$ cat src/rtl/bal_grp.sv
// ----------------------------------------------------------------------------
// bal_grp
// Registered OR reduction over one group of cell read outputs; at most one
// cell in the row drives a nonzero word.
// ----------------------------------------------------------------------------
module bal_grp #(
  parameter int N = 16,
  parameter int W = 32
) (
  input  logic              clk,
  input  logic [N-1:0][W-1:0] din_i,
  output logic [W-1:0]      dout_r
);

  logic [W-1:0] dout_nxt;

  always_comb begin
    dout_nxt = '0;
    for (int i = 0; i < N; i++) begin
      dout_nxt = dout_nxt | din_i[i];
    end
  end

  always_ff @(posedge clk) begin
    dout_r <= dout_nxt;
  end

endmodule

$ cat config.mk
export PLATFORM = sky130hd
export DESIGN_NAME = bal_grp
export DESIGN_NICKNAME = d
export VERILOG_FILES = /design/src/rtl/bal_grp.sv
export SDC_FILE = /design/constraint.sdc
export NUM_CORES = 1
export LEC_CHECK = 0
export ABC_AREA = 1
export BUFFER_PORTS_ARGS = -buffer_cell sky130_fd_sc_hd__buf_2
export CAP_MARGIN = 20
export CORE_AREA = 2 2 213 215
export DETAILED_ROUTE_END_ITERATION = 10
export DIE_AREA = 0 0 215 217
export PLACE_DENSITY_LB_ADDON = 0.15
export SLEW_MARGIN = 20
export SYNTH_ARGS = -nofsm -noshare
export SYNTH_HDL_FRONTEND = slang
export SYNTH_SLANG_ARGS = --single-unit
export TNS_END_PERCENT = 30
$ cat constraint.sdc
create_clock -name clk -period 1.3 [get_ports clk]
set_clock_uncertainty 0.15 [all_clocks]
set_input_delay 0.26 -clock clk [delete_from_list [all_inputs] [get_ports clk]]
set_output_delay 0.26 -clock clk [all_outputs]
set_load 0.03 [all_outputs]
Word level (Yosys, flattened, before mapping)
Index checks and enable logic that the tools add are counted.
Word-level totals
  register bits: 32
  latch bits: 0
  RAM bits: 0
  ROM bits: 0
  output and inout bits: 32
  memories kept: 0
Operators by class
  $add $sub $neg: 0
  multiply operators: 0
  divide/modulo/power cells: 0
  $lt $le $gt $ge: 0
  eq/ne operators: 0
  shifts and indexed selects: 0
  muxes and demuxes: 0
  bitwise operators: 15
  reductions and logical operators: 0
Operator list (number)
  bitwise OR 32 bit: 15

Longest topological paths before layout
  depth in word-level cells: 15
  mapped depth: 4
  mapped depth without buffers: 4

Worst setup path before layout
Ideal clock, no wire load.
  path kind: reg-to-output
  from: reg dout_r[0]
  to: out dout_r[0]
  data arrival time: 0.459 ns
  slack: 0.431 ns
  cell stages (with the launch flop): 1
  path buffers: 0
  path through: dfxtp_1
RTL lines
  from (decl): line 12  | output logic [W-1:0] dout_r
  from (signal assigned): line 25  | dout_r <= dout_nxt;
No word-level cell between the ends.

Final worst setup path
  from: reg dout_r[16]
  to: out dout_r[16]
No word-level cell between the ends.

==> flow_summary_export.csv <==
group,metric,value,unit
final_layout,multi_input_area,1800,µm²
setup_path,crit_slowest_cell,"dfxtp_1",
final_layout,fillers,5332,
detailed_routing,routedWlPerCell,10.5,µm
setup_path,crit_path_end_kind,"primary output",
clocking,clk_pin_slew,60,ps
clocking,clkSinkCount,32,
yosys,ys_ff_latch,32,
detailed_routing,vias,4869,
yosys,ys_top_cells_by_area,"nor2_1, dfxtp_1, nand2_1",
clocking,cts_setup_buffers,0,
setup_path,endpoint,"dout_r[16]",
floorplanning,io_pins,545,
setup_path,cp_top_family,"flip-flops",
run_status,status,"finished, final reports clean",
sta,fmaxAchievable,805,MHz
placed_design,dp_hpwl,16100,µm
final_layout,largest_register_ffs,32,
sta,setup_tns,0,ps
detailed_routing,wl,17500,µm
floorplanning,fp.dieH,217,µm
placed_design,dp_cells,1656,
global_route,grt.overflow.total,0,
global_route,grt_pass1_vias,5000,
yosys,yosysTopAreaCell,"nor2_1",
floorplanning,row_count,78,
floorplanning,dieArea,46700,µm²
final_layout,seq_area,642,µm²
clocking,hold_buffers,0,
setup_path,crit_required,890,ps
yosys,ys_warn_count,0,
global_route,met1_usage,6.46,%
sta,max_slew_margin,83.3,%
clocking,htreeDepth,2,
placed_design,place_ws,140,ps
yosys,synth_edf_count,0,
clocking,clockRootBuffer,"clkbuf_16",
setup_path,worstPathMaxFanout,1,
detailed_routing,dr.first_iter.drc_count,79,
final_layout,largest_registers,"dout_r x32",
sta,finalHoldViolCount,0,
clocking,clk_path_buf_depth,2,
yosys,syn-num-nets,1025,
pwr,p_leak,3.06,nW
sta,fin_crit,1240,ps
pwr,design_power_total,0.00333,W
placed_design,finalWeightedCongestion,0.797,
final_layout,layout.nets,1576,
sta,rsz0062_at_grt,"no",
clocking,cts_buffers,5,
global_route,grt_pass1_wl,25100,µm
setup_path,crit_chain,"buf_2",
yosys,synth_top_area_share,49.2,%
yosys,synth.most_common_cell,"nor2_1",
final_layout,layout-drive-gt1-share,51.8,%
clocking,cts-resized-gates,7,
yosys,syn_inst,512,
clocking,tritoncts,"done",
yosys,synth_area,2440,µm²
floorplanning,dieWidth,215,µm
job,drv_cap,0,
sta,setup_viol_count_final,0,
yosys,yosys-top-cells-count,"nor2_1, nand2_1, dfxtp_1",
global_route,gr-usage-met3,2.59,%
setup_path,start_kind,"flop",
yosys,synthArstFlopShare,0,%
setup_path,max_stage_delay,300,ps
detailed_routing,first_pass_iters,4,
floorplanning,core_area,44700,µm²
global_route,grt_use_met2,14.2,%
setup_path,startpoint,"dout_r[16]",
yosys,yosysUniqueCellTypes,3,
pwr,vdd_drop_max,0.000331,V
sta,worst-slew-pin-transition,250,ps
global_route,antenna_found_initial,1,
setup_path,worstSetupPathType,"flop to primary output",
final_layout,area_delta_synth_final,149,%
worst_hold_path,hold_class,"input port to flop",
sta,period_share,95.6,%
detailed_routing,drcViolationCount,0,
global_route,grt-busiest-layer,"met2",
yosys,synth_ff_type,"dfxtp_1",
yosys,avgSynthCellArea,4.77,µm²
detailed_routing,viasPerCell,2.92,
worst_hold_path,holdPathStages,5,
floorplanning,initial_core_util,5.46,%
global_route,grt_max_degree,10,
placed_design,io_buffers,544,
global_route,grt_usage,7.24,%
setup_path,worstPathBufferInverterCount,1,
sta,slew_viol_final,0,
final_layout,stdcell_count,1665,
yosys,yosysSeqAreaShare,26.2,%
final_layout,max_flop_register,"dout_r",
setup_path,worstPathArrival,830,ps
setup_path,critical_path_depth,1,
pwr,p_per_area,546,nW/µm²
sta,worst_slack,57.8,ps
detailed_routing,drtAntennaViolNets,0,
through the flow:
step / util, % / instance area (µm²) / hold slack [ps]
6_report: 13.6 / 6090 / 50.7
5_1_grt: 13.6 / 6090 / 36.1
4_1_cts: 13.6 / 6080 / 12.5
3_5_place_dp: 13.2 / 5920 / 365
3_3_place_gp: 13.2 / 5920 / 370
2_1_floorplan: - / 2440 / 267
report_power, final:
group          leakage (nW)  switching [W]  internal [W]  total (W)
sequential            0.259  0.00000000734      0.000980   0.000980
combinational          2.73       0.000378      0.000648    0.00103
clock                0.0712       0.000552      0.000767    0.00132
how the worst min path moves through the flow:
| stage | startpoint | to | slack, ps |
|---|---|---|---|
| 2_1_floorplan | din_i[160] | dout_r[0] | 270 |
| 3_3_place_gp | din_i[175] | dout_r[15] | 370 |
| 3_5_place_dp | din_i[175] | dout_r[15] | 360 |
| 4_1_cts | din_i[175] | dout_r[15] | 10 |
| 5_1_grt | din_i[4] | dout_r[4] | 40 |
| 6_report | din_i[175] | dout_r[15] | 50 |
logic make-up (layout without fill, tap and decap cells):
kind of cell | Yosys count | count (layout) | share of synthesized area, %
buffers and inverters | 0 | 552 | 0
DFF | 32 | 32 | 26.2
other | 0 | 1 | 0
and+or+nand+nor | 480 | 480 | 73.8
final cells by class:
| class | instances | share of cell area, % |
|---|---|---|
| repair buffers | 544 | 45.1 |
| multi-input cells | 480 | 29.6 |
| well taps | 600 | 12.3 |
| flip-flops and latches | 32 | 10.5 |
| clock buffers | 8 | 2.40 |
| diodes | 1 | 0.0411 |
placed cells by master (no fill, tap or decap):
cell	Yosys	layout
clkbuf_1	0	2
buf_4	0	2
dfxtp_1	32	31
nor2_1	320	320
nand2_1	160	160
diode_2	0	1
clkbuf_16	0	5
buf_6	0	3
buf_2	0	539
clkbuf_8	0	1
dfxtp_2	0	1
layer usage:
metal  up-vias  part of all wire (%)
met1      1897                    33
met4         0                   2.9
met5         -                     0
li1       2640                     -
met3        22                    10
met2       310                    53
(Power assumes the default switching activity.)
