**src/rtl/bal_pkg.sv**
```systemverilog
// ----------------------------------------------------------------------------
// bal_pkg
// Shared types and constants for the bounded array list core: request and
// result payloads, opcodes and the control word broadcast to the cell row.
// ----------------------------------------------------------------------------
package bal_pkg;

  localparam int OPCODE_W   = 4;
  localparam int DATA_W     = 32;
  localparam int POS_W      = 8;
  localparam int COUNT_W    = 9;
  localparam int IDX_W      = 13;
  localparam int MAX_ELEM_W = 64;
  localparam int GROUP_SIZE = 16;

  localparam logic [OPCODE_W-1:0] OP_INS_HEAD  = 4'd0;
  localparam logic [OPCODE_W-1:0] OP_INS_TAIL  = 4'd1;
  localparam logic [OPCODE_W-1:0] OP_RM_HEAD   = 4'd2;
  localparam logic [OPCODE_W-1:0] OP_RM_TAIL   = 4'd3;
  localparam logic [OPCODE_W-1:0] OP_RM_AT     = 4'd4;
  localparam logic [OPCODE_W-1:0] OP_READ_AT   = 4'd5;
  localparam logic [OPCODE_W-1:0] OP_READ_HEAD = 4'd6;
  localparam logic [OPCODE_W-1:0] OP_READ_TAIL = 4'd7;
  localparam logic [OPCODE_W-1:0] OP_CLEAR     = 4'd8;

  typedef struct packed {
    logic [OPCODE_W-1:0] opcode;
    logic [DATA_W-1:0]   elem_value;
    logic [POS_W-1:0]    position;
  } bal_req_t;

  typedef struct packed {
    logic [DATA_W-1:0]  read_data;
    logic               ok;
    logic [COUNT_W-1:0] count;
  } bal_res_t;

  typedef struct packed {
    logic                  up;
    logic                  dn;
    logic                  wr;
    logic [IDX_W-1:0]      dn_from;
    logic [IDX_W-1:0]      wr_idx;
    logic [MAX_ELEM_W-1:0] value;
  } bal_cell_ctrl_t;

endpackage

```
**src/rtl/bal_cell.sv**
```systemverilog
// ----------------------------------------------------------------------------
// bal_cell
// One list slot: holds an element, takes its lower or upper neighbor's word
// on a shift, loads a new word on a tail write (cell 0 also on a head insert),
// and offers its word to the read bus when its index is selected.
// ----------------------------------------------------------------------------
module bal_cell
  import bal_pkg::*;
#(
  parameter int IDX    = 0,
  parameter int ELEM_W = 32
) (
  input  logic                 clk,
  input  bal_cell_ctrl_t       ctrl_i,
  input  logic [ELEM_W-1:0]    prev_i,
  input  logic [ELEM_W-1:0]    next_i,
  input  logic [IDX_W-1:0]     rd_idx_i,
  output logic [ELEM_W-1:0]    data_o,
  output logic [ELEM_W-1:0]    sel_o
);

  localparam logic [IDX_W-1:0] MY_IDX = IDX_W'(IDX);

  logic [ELEM_W-1:0] data_r;
  logic [ELEM_W-1:0] data_nxt;

  always_comb begin
    data_nxt = data_r;
    if (ctrl_i.up) begin
      data_nxt = (MY_IDX == '0) ? ctrl_i.value[ELEM_W-1:0] : prev_i;
    end else if (ctrl_i.wr && (MY_IDX == ctrl_i.wr_idx)) begin
      data_nxt = ctrl_i.value[ELEM_W-1:0];
    end else if (ctrl_i.dn && (MY_IDX >= ctrl_i.dn_from)) begin
      data_nxt = next_i;
    end
  end

  always_ff @(posedge clk) begin
    data_r <= data_nxt;
  end

  assign data_o = data_r;
  assign sel_o  = (MY_IDX == rd_idx_i) ? data_r : '0;

endmodule

```
**config.mk**
```make
export PLATFORM = sky130hd
export DESIGN_NAME = bal_cell
export DESIGN_NICKNAME = d
export VERILOG_FILES = /design/src/rtl/bal_pkg.sv /design/src/rtl/bal_cell.sv
export SDC_FILE = /design/constraint.sdc
export NUM_CORES = 1
export LEC_CHECK = 0
export BUFFER_PORTS_ARGS = -buffer_cell sky130_fd_sc_hd__buf_2
export CAP_MARGIN = 10
export CORE_AREA = 3 3 91 93
export DETAILED_ROUTE_END_ITERATION = 10
export DIE_AREA = 0 0 94 96
export PLACE_DENSITY = 0.65
export SETUP_SLACK_MARGIN = 0.5
export SLEW_MARGIN = 20
export SYNTH_ARGS = -nofsm -noshare
export SYNTH_HDL_FRONTEND = slang
export SYNTH_SLANG_ARGS = --single-unit
```
**constraint.sdc**
```tcl
create_clock -name clk -period 1.9 [get_ports clk]
set_clock_uncertainty 0.1 [all_clocks]
set_input_delay 0 -clock clk [delete_from_list [all_inputs] [get_ports clk]]
set_output_delay 0 -clock clk [all_outputs]
set_load 0.01 [all_outputs]
```
; Yosys cells after proc, flatten, opt, wreduce, memory -nomap -nowiden
; Cells that the tools add are included.
[classes]
magnitude_cmp = 1
mux = 4
reduce_logical = 5
[op_table]
columns = op, n
row1 = $mux W32, 4
row2 = $logic_not A13 Y1, 2
row3 = $ge A1 B13 Y1 const A, 1
row4 = $reduce_bool A3 Y1, 1
row5 = $logic_and A1 B1 Y1, 2
[totals]
elab_cells = 11
output_inout_bits = 64
input_bits = 171
reg_bits = 32

; Logic depth before layout (Yosys ltp)
; Gate-level depths: netlist (run 1).
[depth]
word_depth = 5
depth_mapped = 4
mapped_depth_nobuf = 3

; Worst setup path before layout (run 1)
; No wires, ideal clock.
[synth_timing]
kind = input to register
start = input ctrl_i[65] (netlist name)
end = register data_r[0], in the netlist data_o[0], enable pin
n_path_buf = 1
required_time_ps = 1411
t_arrival_ps = 1461
setup_time_ps = 389
slack_ps = -51
stages = 4
path_cell_list = nor4b_2 a41oi_2 buf_6 nand2_1
[synth_between]
elab_chain_len = 3
[synth_rtl]
columns = element, line
row1 = from (decl), bal_cell.sv:14  ; input bal_cell_ctrl_t ctrl_i,
row2 = $logic_not A13 Y1, bal_cell.sv:31  ; end else if (ctrl_i.wr && (MY_IDX == ctrl_i.wr_idx)) begin
row3 = $logic_and A1 B1 Y1, bal_cell.sv:31
row4 = $reduce_bool A3 Y1 (no line), -
row5 = to (signal assigned), bal_cell.sv:39  ; data_r <= data_nxt;
row6 = to (decl), bal_cell.sv:24  ; logic [ELEM_W-1:0] data_r;
; Every way passes these cells.
; A chain may end at the register's enable or synchronous reset.

; Worst setup path after layout (run 1)
[layout_timing]
start = input ctrl_i[65] (netlist name)
end = register data_r[15], in the netlist data_o[15] (data pin)
[layout_between]
elab_chain_len = 4
[layout_rtl]
columns = element, line
row1 = $logic_not A13 Y1, bal_cell.sv:31
row2 = $logic_and A1 B1 Y1, bal_cell.sv:31
row3 = $mux W32, bal_cell.sv:31
row4 = $mux W32, bal_cell.sv:29  ; if (ctrl_i.up) begin
row5 = net data_nxt[15], bal_cell.sv:25  ; logic [ELEM_W-1:0] data_nxt;
; The timed path passes the listed nets, and every way through them passes these cells.

==> results of run 1 <==
## routing by layer
metal | share of wire (%) | up-vias
met4 | 2.0 | 0
met1 | 33 | 876
li1 | - | 909
met5 | 0 | -
met2 | 57 | 124
met3 | 8.3 | 10
## worst max path at each step
| stage | slack [ns] | depth (start not counted) | endpoint | from |
|---|---|---|---|---|
| floorplan | 0.49 | 4 | data_o[22] | ctrl_i[65] |
| global placement | 0.30 | 5 | data_o[15] | ctrl_i[65] |
| detailed placement | 0.30 | 5 | data_o[11] | ctrl_i[65] |
| CTS | 0.60 | 5 | data_o[11] | ctrl_i[65] |
| global route | 0.52 | 6 | sel_o[1] | rd_idx_i[7] |
| finish | 0.61 | 5 | data_o[15] | ctrl_i[65] |
## logic make-up after synthesis
family                 after synthesis  share of synthesized area [%]
and+or+nand+nor                     47                           17.2
muxes                               32                           26.1
DFF                                 32                           53.4
buffers and inverters                6                           2.50
AOI/OAI and AO/OA                    1                          0.904
## area by class of cell
type / instances / area (um2) / share of cell area (%)
Clock inverter: 2 / 35.0 / 0.988
Timing Repair Buffer: 236 / 1530 / 43.1
Multi-Input combinational cell: 80 / 822 / 23.2
Tap cell: 102 / 128 / 3.60
Clock buffer: 6 / 72.6 / 2.05
Sequential cell: 32 / 961 / 27.1
## power breakdown
group	total (mW)	switching (mW)	internal (mW)
clock	0.642	0.253	0.389
sequential	0.885	0.0299	0.855
combinational	0.456	0.165	0.291
## synth_stat cells
library cell,instances
sky130_fd_sc_hd__and4_1,1
sky130_fd_sc_hd__nand4_1,1
sky130_fd_sc_hd__nor4b_1,1
sky130_fd_sc_hd__edfxtp_1,32
sky130_fd_sc_hd__nor4_1,4
sky130_fd_sc_hd__clkbuf_1,3
sky130_fd_sc_hd__a41oi_2,1
sky130_fd_sc_hd__nor3_1,1
sky130_fd_sc_hd__buf_6,3
sky130_fd_sc_hd__nor4b_2,1
sky130_fd_sc_hd__nand2_1,1
sky130_fd_sc_hd__nor4_2,2
sky130_fd_sc_hd__nor2_1,3
sky130_fd_sc_hd__mux2_4,29
sky130_fd_sc_hd__and2_1,32
sky130_fd_sc_hd__mux2_2,3
## placed cells by master (no fill, tap or decap), types with 2 or more instances in the layout
master and n:
sky130_fd_sc_hd__nor2_1 3, sky130_fd_sc_hd__edfxtp_1 32, sky130_fd_sc_hd__buf_2 170, sky130_fd_sc_hd__and2_1 32, sky130_fd_sc_hd__clkbuf_8 5, sky130_fd_sc_hd__nor4_1 4, sky130_fd_sc_hd__nor4_2 2, sky130_fd_sc_hd__mux2_4 29
sky130_fd_sc_hd__mux2_2 3, sky130_fd_sc_hd__dlygate4sd3_1 64
## worst min-delay path, cell delays in order
cell and delay (ns):
sky130_fd_sc_hd__buf_2 0.10, sky130_fd_sc_hd__a41oi_4 0.04, sky130_fd_sc_hd__buf_12 0.19, sky130_fd_sc_hd__mux2_4 0.22
## stage by stage
step	instance area, um2	total power [mW]	hold slack, ns
6_report	3540	1.98	0.281
5_1_grt	3540	2.08	0.276
4_1_cts	3540	2.00	0.279
3_5_place_dp	2790	1.25	0.204
3_3_place_gp	2790	1.24	0.201
2_1_floorplan	1820	1.05	0.117
## timing repair
item / CTS / global route
hold buffers: 64 / 0
setup endpoints to repair: 0 / 32
resized for setup: 0 / 2
endpoints found under the hold margin: 32 / 0
==> run metrics, run 1 <==
share of cells above drive strength 1=60.7%; first-pass GRT wire length=between 9000 and 10,000 um; type of destination of the critical path=register; Initial Utilization=between 20% and 30%; router iterations before antenna repair=5; Clock Tree Buf Depth=2; met1 Use GR=13.6%; main area contributors after synthesis=sky130_fd_sc_hd__edfxtp_1, sky130_fd_sc_hd__mux2_4, sky130_fd_sc_hd__and2_1, sky130_fd_sc_hd__buf_6, sky130_fd_sc_hd__mux2_2; cts bufs inserted=5; endpoints failing hold=0; final cell utilization of the core=a little under half; Inserted Diodes=0; slew of the pin with the lowest slew margin=about 0.34 ns; fraction of post-synthesis cell area in the top cell type by area=53.4%; DP Wirelength=roughly 4000 um; met3 demand-to-capacity share in global routing=between 3 and 4%; Die Span Y=around 96 um; final setup slack of the worst path=between 0.6 and 0.7 ns; Final Max Slew Viols=0; cells after synthesis=between 100 and 150; Hold Path Depth=4; Critical Path Source Type=input pin; Routed WL=~6600 um; synthesized netlist net count=about 290; via count of the first global-routing pass=approximately 2.1k; max reg flops=32; DRC violation count after routing=0; RSZ-0062 raised after global routing=no; WL per Instance=roughly 14 um; number of core rows=32; most used routing layer in global routing=met2; Port Buffers=170; yosys synthesis warning count=0; Crit Path Category=input pin to register; Cell Count, Final, Fillers Out=about 460; Clock Pin Slew Worst Setup and Hold Paths=0.07 ns; number of fill cells=between 600 and 700; Cell Chain, Critical Path=buf_2 -> nor4b_2 -> a41oi_4 -> buf_12 -> mux2_4; slew margin rel.=77.3%; post-synthesis cell type with the largest combined area=sky130_fd_sc_hd__edfxtp_1; total negative setup slack=0 ns; Peak supply drop=~0.25 mV; post-layout net count=526; sink count of the clock tree=32; number of synthesized register bits=32; number of post-CTS setup repair buffers=0; worst endpoint required time=between 1.5 and 2 ns; number of maximum-capacitance violations=0; CP top delay family=simple AND/OR/NAND/NOR gates; pin count of the biggest net entering global routing=34; die area=about 9000 um2; minimum setup slack after placement=roughly 0.3 ns; worst stage delay on the critical path=0.37 ns; Inst Count DP=around 390; leakage power of the design=between 1.5 and 2 nW; Worst Path Buf+Inv=2; cell area after synthesis=around 1800 um2; highest achievable clock rate=about 770 MHz; htree depth=2; hold crit path type=input pin to register; final setup vio count=0; capture endpoint of the worst hold path=data_o[28]; Max FO, Critical Path=33; startpoint of the tightest hold check path=ctrl_i[92]; average cell area after synthesis=about 15 um2; total via count after detailed routing=roughly 1.9k; horizontal extent of the die=~94 um; TritonCTS clock tree=built; CTS Root Buffer Type=sky130_fd_sc_hd__clkbuf_8; PD cells=approximately 560 nW/um2; iteration-0 DRC count of the detailed router=24; final global-route overflow total=0; arrival time at the worst endpoint=around 1.2 ns; relative area change from synthesis to final layout=96.9%; final antenna-violating net count=0; number of vias per cell after detailed routing=4.19; area of the core=7610 um2; cell with the biggest individual delay on the critical path=sky130_fd_sc_hd__nor4b_2; IO Pins=~240; GRT Total Usage=14.0%; number of unique standard cell types used by synthesis=16; initial antenna violation count=0; min Tclk post-route=between 1 and 1.5 ns; RD Place Congestion=around 0.73; final cycle utilization of the critical path=around two thirds; met2 global-route usage=around 27%; sequential fraction of the synthesis area=around 53%; result of the run=finished, final reports clean
(Power assumes the default switching activity.)
==> inputs of run 2 (changes only) <==
--- a/config.mk
+++ b/config.mk
@@ -5,12 +5,13 @@
 export SDC_FILE = /design/constraint.sdc
 export NUM_CORES = 1
 export LEC_CHECK = 0
+export ABC_AREA = 1
 export BUFFER_PORTS_ARGS = -buffer_cell sky130_fd_sc_hd__buf_2
 export CAP_MARGIN = 10
-export CORE_AREA = 3 3 91 93
+export CORE_AREA = 3 3 90 92
 export DETAILED_ROUTE_END_ITERATION = 10
-export DIE_AREA = 0 0 94 96
-export PLACE_DENSITY = 0.65
+export DIE_AREA = 0 0 93 95
+export PLACE_DENSITY = 0.68
 export SETUP_SLACK_MARGIN = 0.5
 export SLEW_MARGIN = 20
 export SYNTH_ARGS = -nofsm -noshare
==> constraint.sdc (replaced) <==
create_clock -name clk -period 1.1 [get_ports clk]
set_clock_uncertainty 0.1 [all_clocks]
set_input_delay 0 -clock clk [delete_from_list [all_inputs] [get_ports clk]]
set_output_delay 0 -clock clk [all_outputs]
set_load 0.01 [all_outputs]
==> run 2 against run 1 <==
The run now ends with negative hold slack left. Synthesized cell count up 110%. Flip-flop and latch count did not move. Via count is 20% higher. Critical path depth grew 2. First-iteration DRC count increased by 13%. Die area fell by 2.1%. Power is 79% higher. Count of clock-buffer cells in the layout did not move. Synthesized area rose by 3.7%. Largest power group unchanged.
==> run metrics, run 2 <==
htree depth=2 (unchanged); cell area after synthesis=1870 um2 (+3.7%); final cycle utilization of the critical path=between 90% and 100%; Initial Utilization=25.6% (+1.9 points); sink count of the clock tree=32 (unchanged); synthesized netlist net count=413 (+43%); result of the run=complete, but fails checks; type of destination of the critical path=output port; final setup vio count=0 (unchanged); TritonCTS clock tree=built; IO Pins=235 (unchanged); router iterations before antenna repair=4 (-1); total negative setup slack=0 ns (unchanged); worst stage delay on the critical path=0.30 ns (-0.07 ns); total via count after detailed routing=2,298 (+20%); cts bufs inserted=5 (unchanged); number of core rows=31 (-3.1%); number of flops mapped to enable cells by yosys=32 (unchanged); Min Hold Slack=-0.115 ns (-0.396 ns); Peak supply drop=0.408 mV (+65%); DP Wirelength=5200 um (+29%); share of cells above drive strength 1=77.7% (+17 points); post-synthesis cell type with the largest combined area=sky130_fd_sc_hd__edfxtp_1; Synth top cells by count=sky130_fd_sc_hd__nand2_1, sky130_fd_sc_hd__nor2_1, sky130_fd_sc_hd__inv_1; average cell area after synthesis=7.71 um2 (-49%); fraction of post-synthesis cell area in the top cell type by area=51.5% (-1.9 points); Final Max Slew Viols=0 (unchanged); cells after synthesis=242 (+110%); violations in the final reports=negative hold slack; Clock Tree Buf Depth=2 (unchanged); Most used DFF post-synth=sky130_fd_sc_hd__edfxtp_1; Cell Count, Final, Fillers Out=530 (+16%); number of maximum-capacitance violations=0 (unchanged); cell with the biggest individual delay on the critical path=sky130_fd_sc_hd__or2_4; worst endpoint required time=1.00 ns (-0.83 ns); final global-route overflow total=0 (unchanged); min Tclk post-route=approximately 1.1 ns; Inst Count DP=507 (+31%); Port Buffers=170 (unchanged); die area=8840 um2 (-2.1%); commonest non-fill, non-tap cell in the layout=sky130_fd_sc_hd__buf_2; first-pass GRT wire length=11,600 um (+20%); initial antenna violation count=0 (unchanged); RSZ-0062 raised after global routing=yes; number of synthesized register bits=32 (unchanged); Max FO, Critical Path=14 (-58%); iteration-0 DRC count of the detailed router=27 (+13%); most common cell in the netlist=sky130_fd_sc_hd__nand2_1; sequential fraction of the synthesis area=51.5% (-1.9 points); Cell Chain, Critical Path=buf_2 -> nor2_4 -> nand3b_1 -> or2_4 -> buf_12 -> nor2_4 -> buf_6; relative area change from synthesis to final layout=127%; total design power=3.56 mW (+79%); leakage power of the design=2.07 nW (+19%); area of the core=7290 um2 (-4.1%); DRC violation count after routing=0 (unchanged); Die Span Y=95 um (-1.0%); CP dominant cell by count=sky130_fd_sc_hd__nor2_4; post-layout net count=601 (+14%); Clock Pin Slew Worst Setup and Hold Paths=0.07 ns (about the same); Inserted Diodes=0 (unchanged); number of vias per cell after detailed routing=4.34 (+3.5%); main area contributors after synthesis=sky130_fd_sc_hd__edfxtp_1, sky130_fd_sc_hd__nand2_1, sky130_fd_sc_hd__nor2_1, sky130_fd_sc_hd__nand3_1, sky130_fd_sc_hd__inv_1; pin count of the biggest net entering global routing=23 (-32%); RD Place Congestion=0.717 (-1.7%); horizontal extent of the die=93 um (-1.1%); WL per Instance=14.8 um (+2.4%); fraction of registers with async set/reset=0% (unchanged); highest achievable clock rate=around 920 MHz; hold crit path type=input pin to register; PD cells=840 nW/um2 (+50%); Crit Path Category=input pin to output port; yosys synthesis warning count=0 (unchanged); slew of the pin with the lowest slew margin=0.370 ns (+0.0309 ns); final antenna-violating net count=0 (unchanged); max reg flops=32 (unchanged); Routed WL=7870 um (+18%); arrival time at the worst endpoint=0.98 ns (-0.24 ns); slew margin rel.=75.3% (-2.0 points); number of unique standard cell types used by synthesis=14 (-2); Critical Path Source Type=input pin; most used cells in the layout excluding fill and tap cells=sky130_fd_sc_hd__buf_2, sky130_fd_sc_hd__buf_6, sky130_fd_sc_hd__nor2_4; GRT Total Usage=17.0% (+2.9 points); CTS Root Buffer Type=sky130_fd_sc_hd__clkbuf_8; endpoints failing hold=32 (+32); via count of the first global-routing pass=2,352 (+12%)
-- run 2: cells by family (layout without fill, tap and decap cells) --
family | count (synthesis) | count (layout) | share of synthesized area [%]
flip-flops | 32 | 32 | 51.5
buffers and inverters | 48 | 234 | 12.3
AND/OR/NAND/NOR | 162 | 165 | 36.2
-- run 2: final timing paths --
| check | depth (start not counted) | startpoint | slack, ns | to |
|---|---|---|---|---|
| worst max-delay path | 7 | rd_idx_i[8] | 0.02 | sel_o[27] |
| worst min-delay path | 3 | ctrl_i[20] | -0.12 | data_o[20] |
-- run 2: critical path, delay by kind of cell --
kind,cells,cell delay [ns]
buf+inv,3,0.40
simple gates,4,0.56
-- run 2: final cells by class --
cell class,instances,area (um2)
clock buffer,6,72.6
multi-input combinational,165,1390
inverter,35,139
clock inverter,2,35.0
tap,99,124
fill,637,3060
sequential,32,961
timing repair buffer,191,1520
-- run 2: report_power, final --
group | switching, mW | internal [mW] | total, mW
Clock | 0.422 | 0.672 | 1.09
Sequential | 0.0661 | 1.48 | 1.55
Combinational | 0.484 | 0.434 | 0.918
-- run 2: layer usage --
metal  global-route usage, %  part of all wire [%]  vias to the layer above  wire (um)
li1                        -                     -                     1137          -
met2                    32.8                    56                       94       4370
met1                    18.9                    38                     1063       2990
met4                    4.03                  0.75                        0         59
met5                       0                     0                        -          0
met3                    3.59                   5.7                        4        445
-- run 2: stage by stage --
step	utilization, %	hold WS (ns)	setup WS, ns	instance area [um2]
after detailed placement	42.8	0.166	-0.216	3120
final	58.1	-0.115	0.0156	4240
after global routing	58.1	-0.118	-0.0430	4240
after CTS	53.9	-0.126	0.0154	3930
after global placement	42.8	0.166	-0.195	3120
after floorplan	-	0.0786	-0.174	2190
-- run 2: repair_timing --
action / in CTS / in global routing
endpoints found under the hold margin: 32 / 32
setup buffers: 3 / 2
resized for setup: 117 / 64
setup endpoints to repair: 128 / 128
pin swaps: 32 / 39
cloned: 7 / 3
==> inputs of run 3 (changes only) <==
--- a/config.mk
+++ b/config.mk
@@ -6,12 +6,11 @@
 export NUM_CORES = 1
 export LEC_CHECK = 0
 export ABC_AREA = 1
-export BUFFER_PORTS_ARGS = -buffer_cell sky130_fd_sc_hd__buf_2
 export CAP_MARGIN = 10
-export CORE_AREA = 3 3 90 92
+export CORE_AREA = 2 2 90 92
 export DETAILED_ROUTE_END_ITERATION = 10
-export DIE_AREA = 0 0 93 95
-export PLACE_DENSITY = 0.68
+export DIE_AREA = 0 0 92 94
+export DONT_BUFFER_PORTS = 1
 export SETUP_SLACK_MARGIN = 0.5
 export SLEW_MARGIN = 20
 export SYNTH_ARGS = -nofsm -noshare
==> run 3 against run 2 <==
The run still ends with negative hold slack left. Wire length fell by 18%. Combinational power fell by 49%. Non-clock buffer count is 172 lower. Final cell count down 32%. Power shrank 9.7%. Sequential power grew 6%. Count of clock-buffer cells in the layout unchanged. Clock power about the same. Maximum frequency up 6.2%. Worst hold slack worse by 0.10 ns. Largest power group unchanged.
==> run metrics, run 3 (same netlist as run 2, synthesis figures left out) <==
router iterations before antenna repair=4 (unchanged); area taken by flip-flops and latches=961 um2 (unchanged); wire length on met1=2600 um (-13%); final global-route overflow total=0 (unchanged); violations in the final reports=negative hold slack; result of the run=complete, but fails checks; area of the core=7610 um2 (+4.3%); arrival time at the worst endpoint=0.92 ns (-0.06 ns); max reg flops=32 (unchanged); Cell Count, Final, Fillers Out=361 (-32%); endpoints failing hold=32 (unchanged); Die Span Y=94 um (-1.1%); type of destination of the critical path=output port; Critical Path Source Type=register; number of vias per cell after detailed routing=4.68 (+7.9%); worst endpoint required time=1.00 ns (about the same); Routed WL=6460 um (-18%); Clock Tree Buf Depth=2 (unchanged); RD Place Congestion=0.735 (+2.5%); GRT Total Usage=13.8% (-3.2 points); total area of multi-input combinational cells=1240 um2 (-11%); WL per Instance=17.9 um (+21%); Inst Count DP=338 (-33%); most used cells in the layout excluding fill and tap cells=sky130_fd_sc_hd__nand2_1, sky130_fd_sc_hd__nor2_4, sky130_fd_sc_hd__inv_2, sky130_fd_sc_hd__edfxtp_1, sky130_fd_sc_hd__nand2_2; sink count of the clock tree=32 (unchanged); share of cells above drive strength 1=58.7% (-19 points); post-layout net count=429 (-29%); final setup vio count=0 (unchanged); Crit Path Category=register to output port; total via count after detailed routing=1,689 (-27%); TritonCTS clock tree=built; highest achievable clock rate=980 MHz (+6.2%); htree depth=2 (unchanged); final antenna-violating net count=0 (unchanged); leakage power of the design=1.18 nW (-43%); Inserted Diodes=0 (unchanged); Post-Place Cell Area=2250 um2 (-28%); via count of the first global-routing pass=1,726 (-27%); Peak supply drop=0.538 mV (+32%); slew margin rel.=74.4% (-0.92 points); CTS Root Buffer Type=sky130_fd_sc_hd__clkbuf_8; startpoint of the tightest hold check path=ctrl_i[16]; detailed route wirelength on metal2=3180 um (-27%); Final Max Slew Viols=0 (unchanged); cts bufs inserted=5 (unchanged); Clock Pin Slew Worst Setup and Hold Paths=0.07 ns (about the same); total design power=3.21 mW (-9.7%); number of fill cells=742 (+16%); number of maximum-capacitance violations=0 (unchanged); commonest non-fill, non-tap cell in the layout=sky130_fd_sc_hd__nand2_1; relative area change from synthesis to final layout=56.2%; min Tclk post-route=1.02 ns (-0.0636 ns); final cycle utilization of the critical path=92.8% (-5.8 points); pin count of the biggest net entering global routing=33 (+43%); first-pass GRT wire length=8930 um (-23%); hold crit path type=input pin to register; IO Pins=235 (unchanged); Min Hold Slack=-0.216 ns (-0.101 ns); destination of the critical timing path=sel_o[24]; PD cells=1100 nW/um2 (+31%); Max FO, Critical Path=2 (-12); number of core rows=32 (+3.2%); horizontal extent of the die=92 um (-1.1%); iteration-0 DRC count of the detailed router=41 (+52%); DRC violation count after routing=0 (unchanged); Initial Utilization=24.5% (-1.1 points); worst setup path startpoint=data_o[24]; slew of the pin with the lowest slew margin=0.384 ns (+0.0138 ns); DP Wirelength=4190 um (-19%); Met3 Routed Length=497 um (+12%); uppermost signal routing layer after detailed routing=met4; initial antenna violation count=0 (unchanged); final design instance area without fill=2920 um2 (-31%); Port Buffers=0 (-100%); RSZ-0062 raised after global routing=yes; die area=8650 um2 (-2.1%); total negative setup slack=0 ns (unchanged)
run 3: timing repair:
action / in CTS / in global routing
pin swaps: 44 / 20
gates resized for setup: 79 / 38
cloned: 8 / 2
setup endpoints to repair: 128 / 128
hold endpoints to repair: 32 / 32
buffers inserted: 5 / 0
run 3: critical path: stages, from the launching register on:
cell	delay, ns
sky130_fd_sc_hd__edfxtp_1	0.49
sky130_fd_sc_hd__inv_2	0.11
sky130_fd_sc_hd__nor2_4	0.04
run 3: how the worst min path moves through the flow:
stage	endpoint	cells past startpoint	slack (ns)
2_1_floorplan	data_o[0]	2	0.08
3_3_place_gp	data_o[1]	2	0.08
3_5_place_dp	data_o[3]	2	0.09
4_1_cts	data_o[24]	2	-0.22
5_1_grt	data_o[16]	2	-0.23
6_report	data_o[16]	2	-0.22
run 3: final cells by class:
cell class / instances / area share, %
multi-input cells: 165 / 42.4
clock inverters: 2 / 1.20
inverters: 35 / 4.76
well taps: 102 / 4.38
repair buffers: 19 / 11.8
clock buffers: 6 / 2.49
flip-flops and latches: 32 / 33.0
run 3: report_power, final:
part / total, mW / switching [mW] / leakage, nW / internal [mW]
logic: 0.467 / 0.276 / 0.814 / 0.191
clock network: 1.11 / 0.434 / 0.0552 / 0.672
registers: 1.64 / 0.154 / 0.312 / 1.48
run 3: through the flow:
| stage | util [%] | setup slack [ns] | hold WS [ns] |
|---|---|---|---|
| after global routing | 38.3 | 0.0380 | -0.228 |
| after CTS | 35.9 | 0.0635 | -0.219 |
| after detailed placement | 29.6 | -0.0991 | 0.0856 |
| after floorplan | - | -0.174 | 0.0786 |
| after global placement | 29.6 | -0.0949 | 0.0826 |
| final | 38.3 | 0.0791 | -0.216 |
run 3: layer usage:
metal	vias up	track usage (%)
met5	-	0
met4	0	7.21
met3	14	2.81
met2	118	23.3
met1	756	16.6
li1	801	-
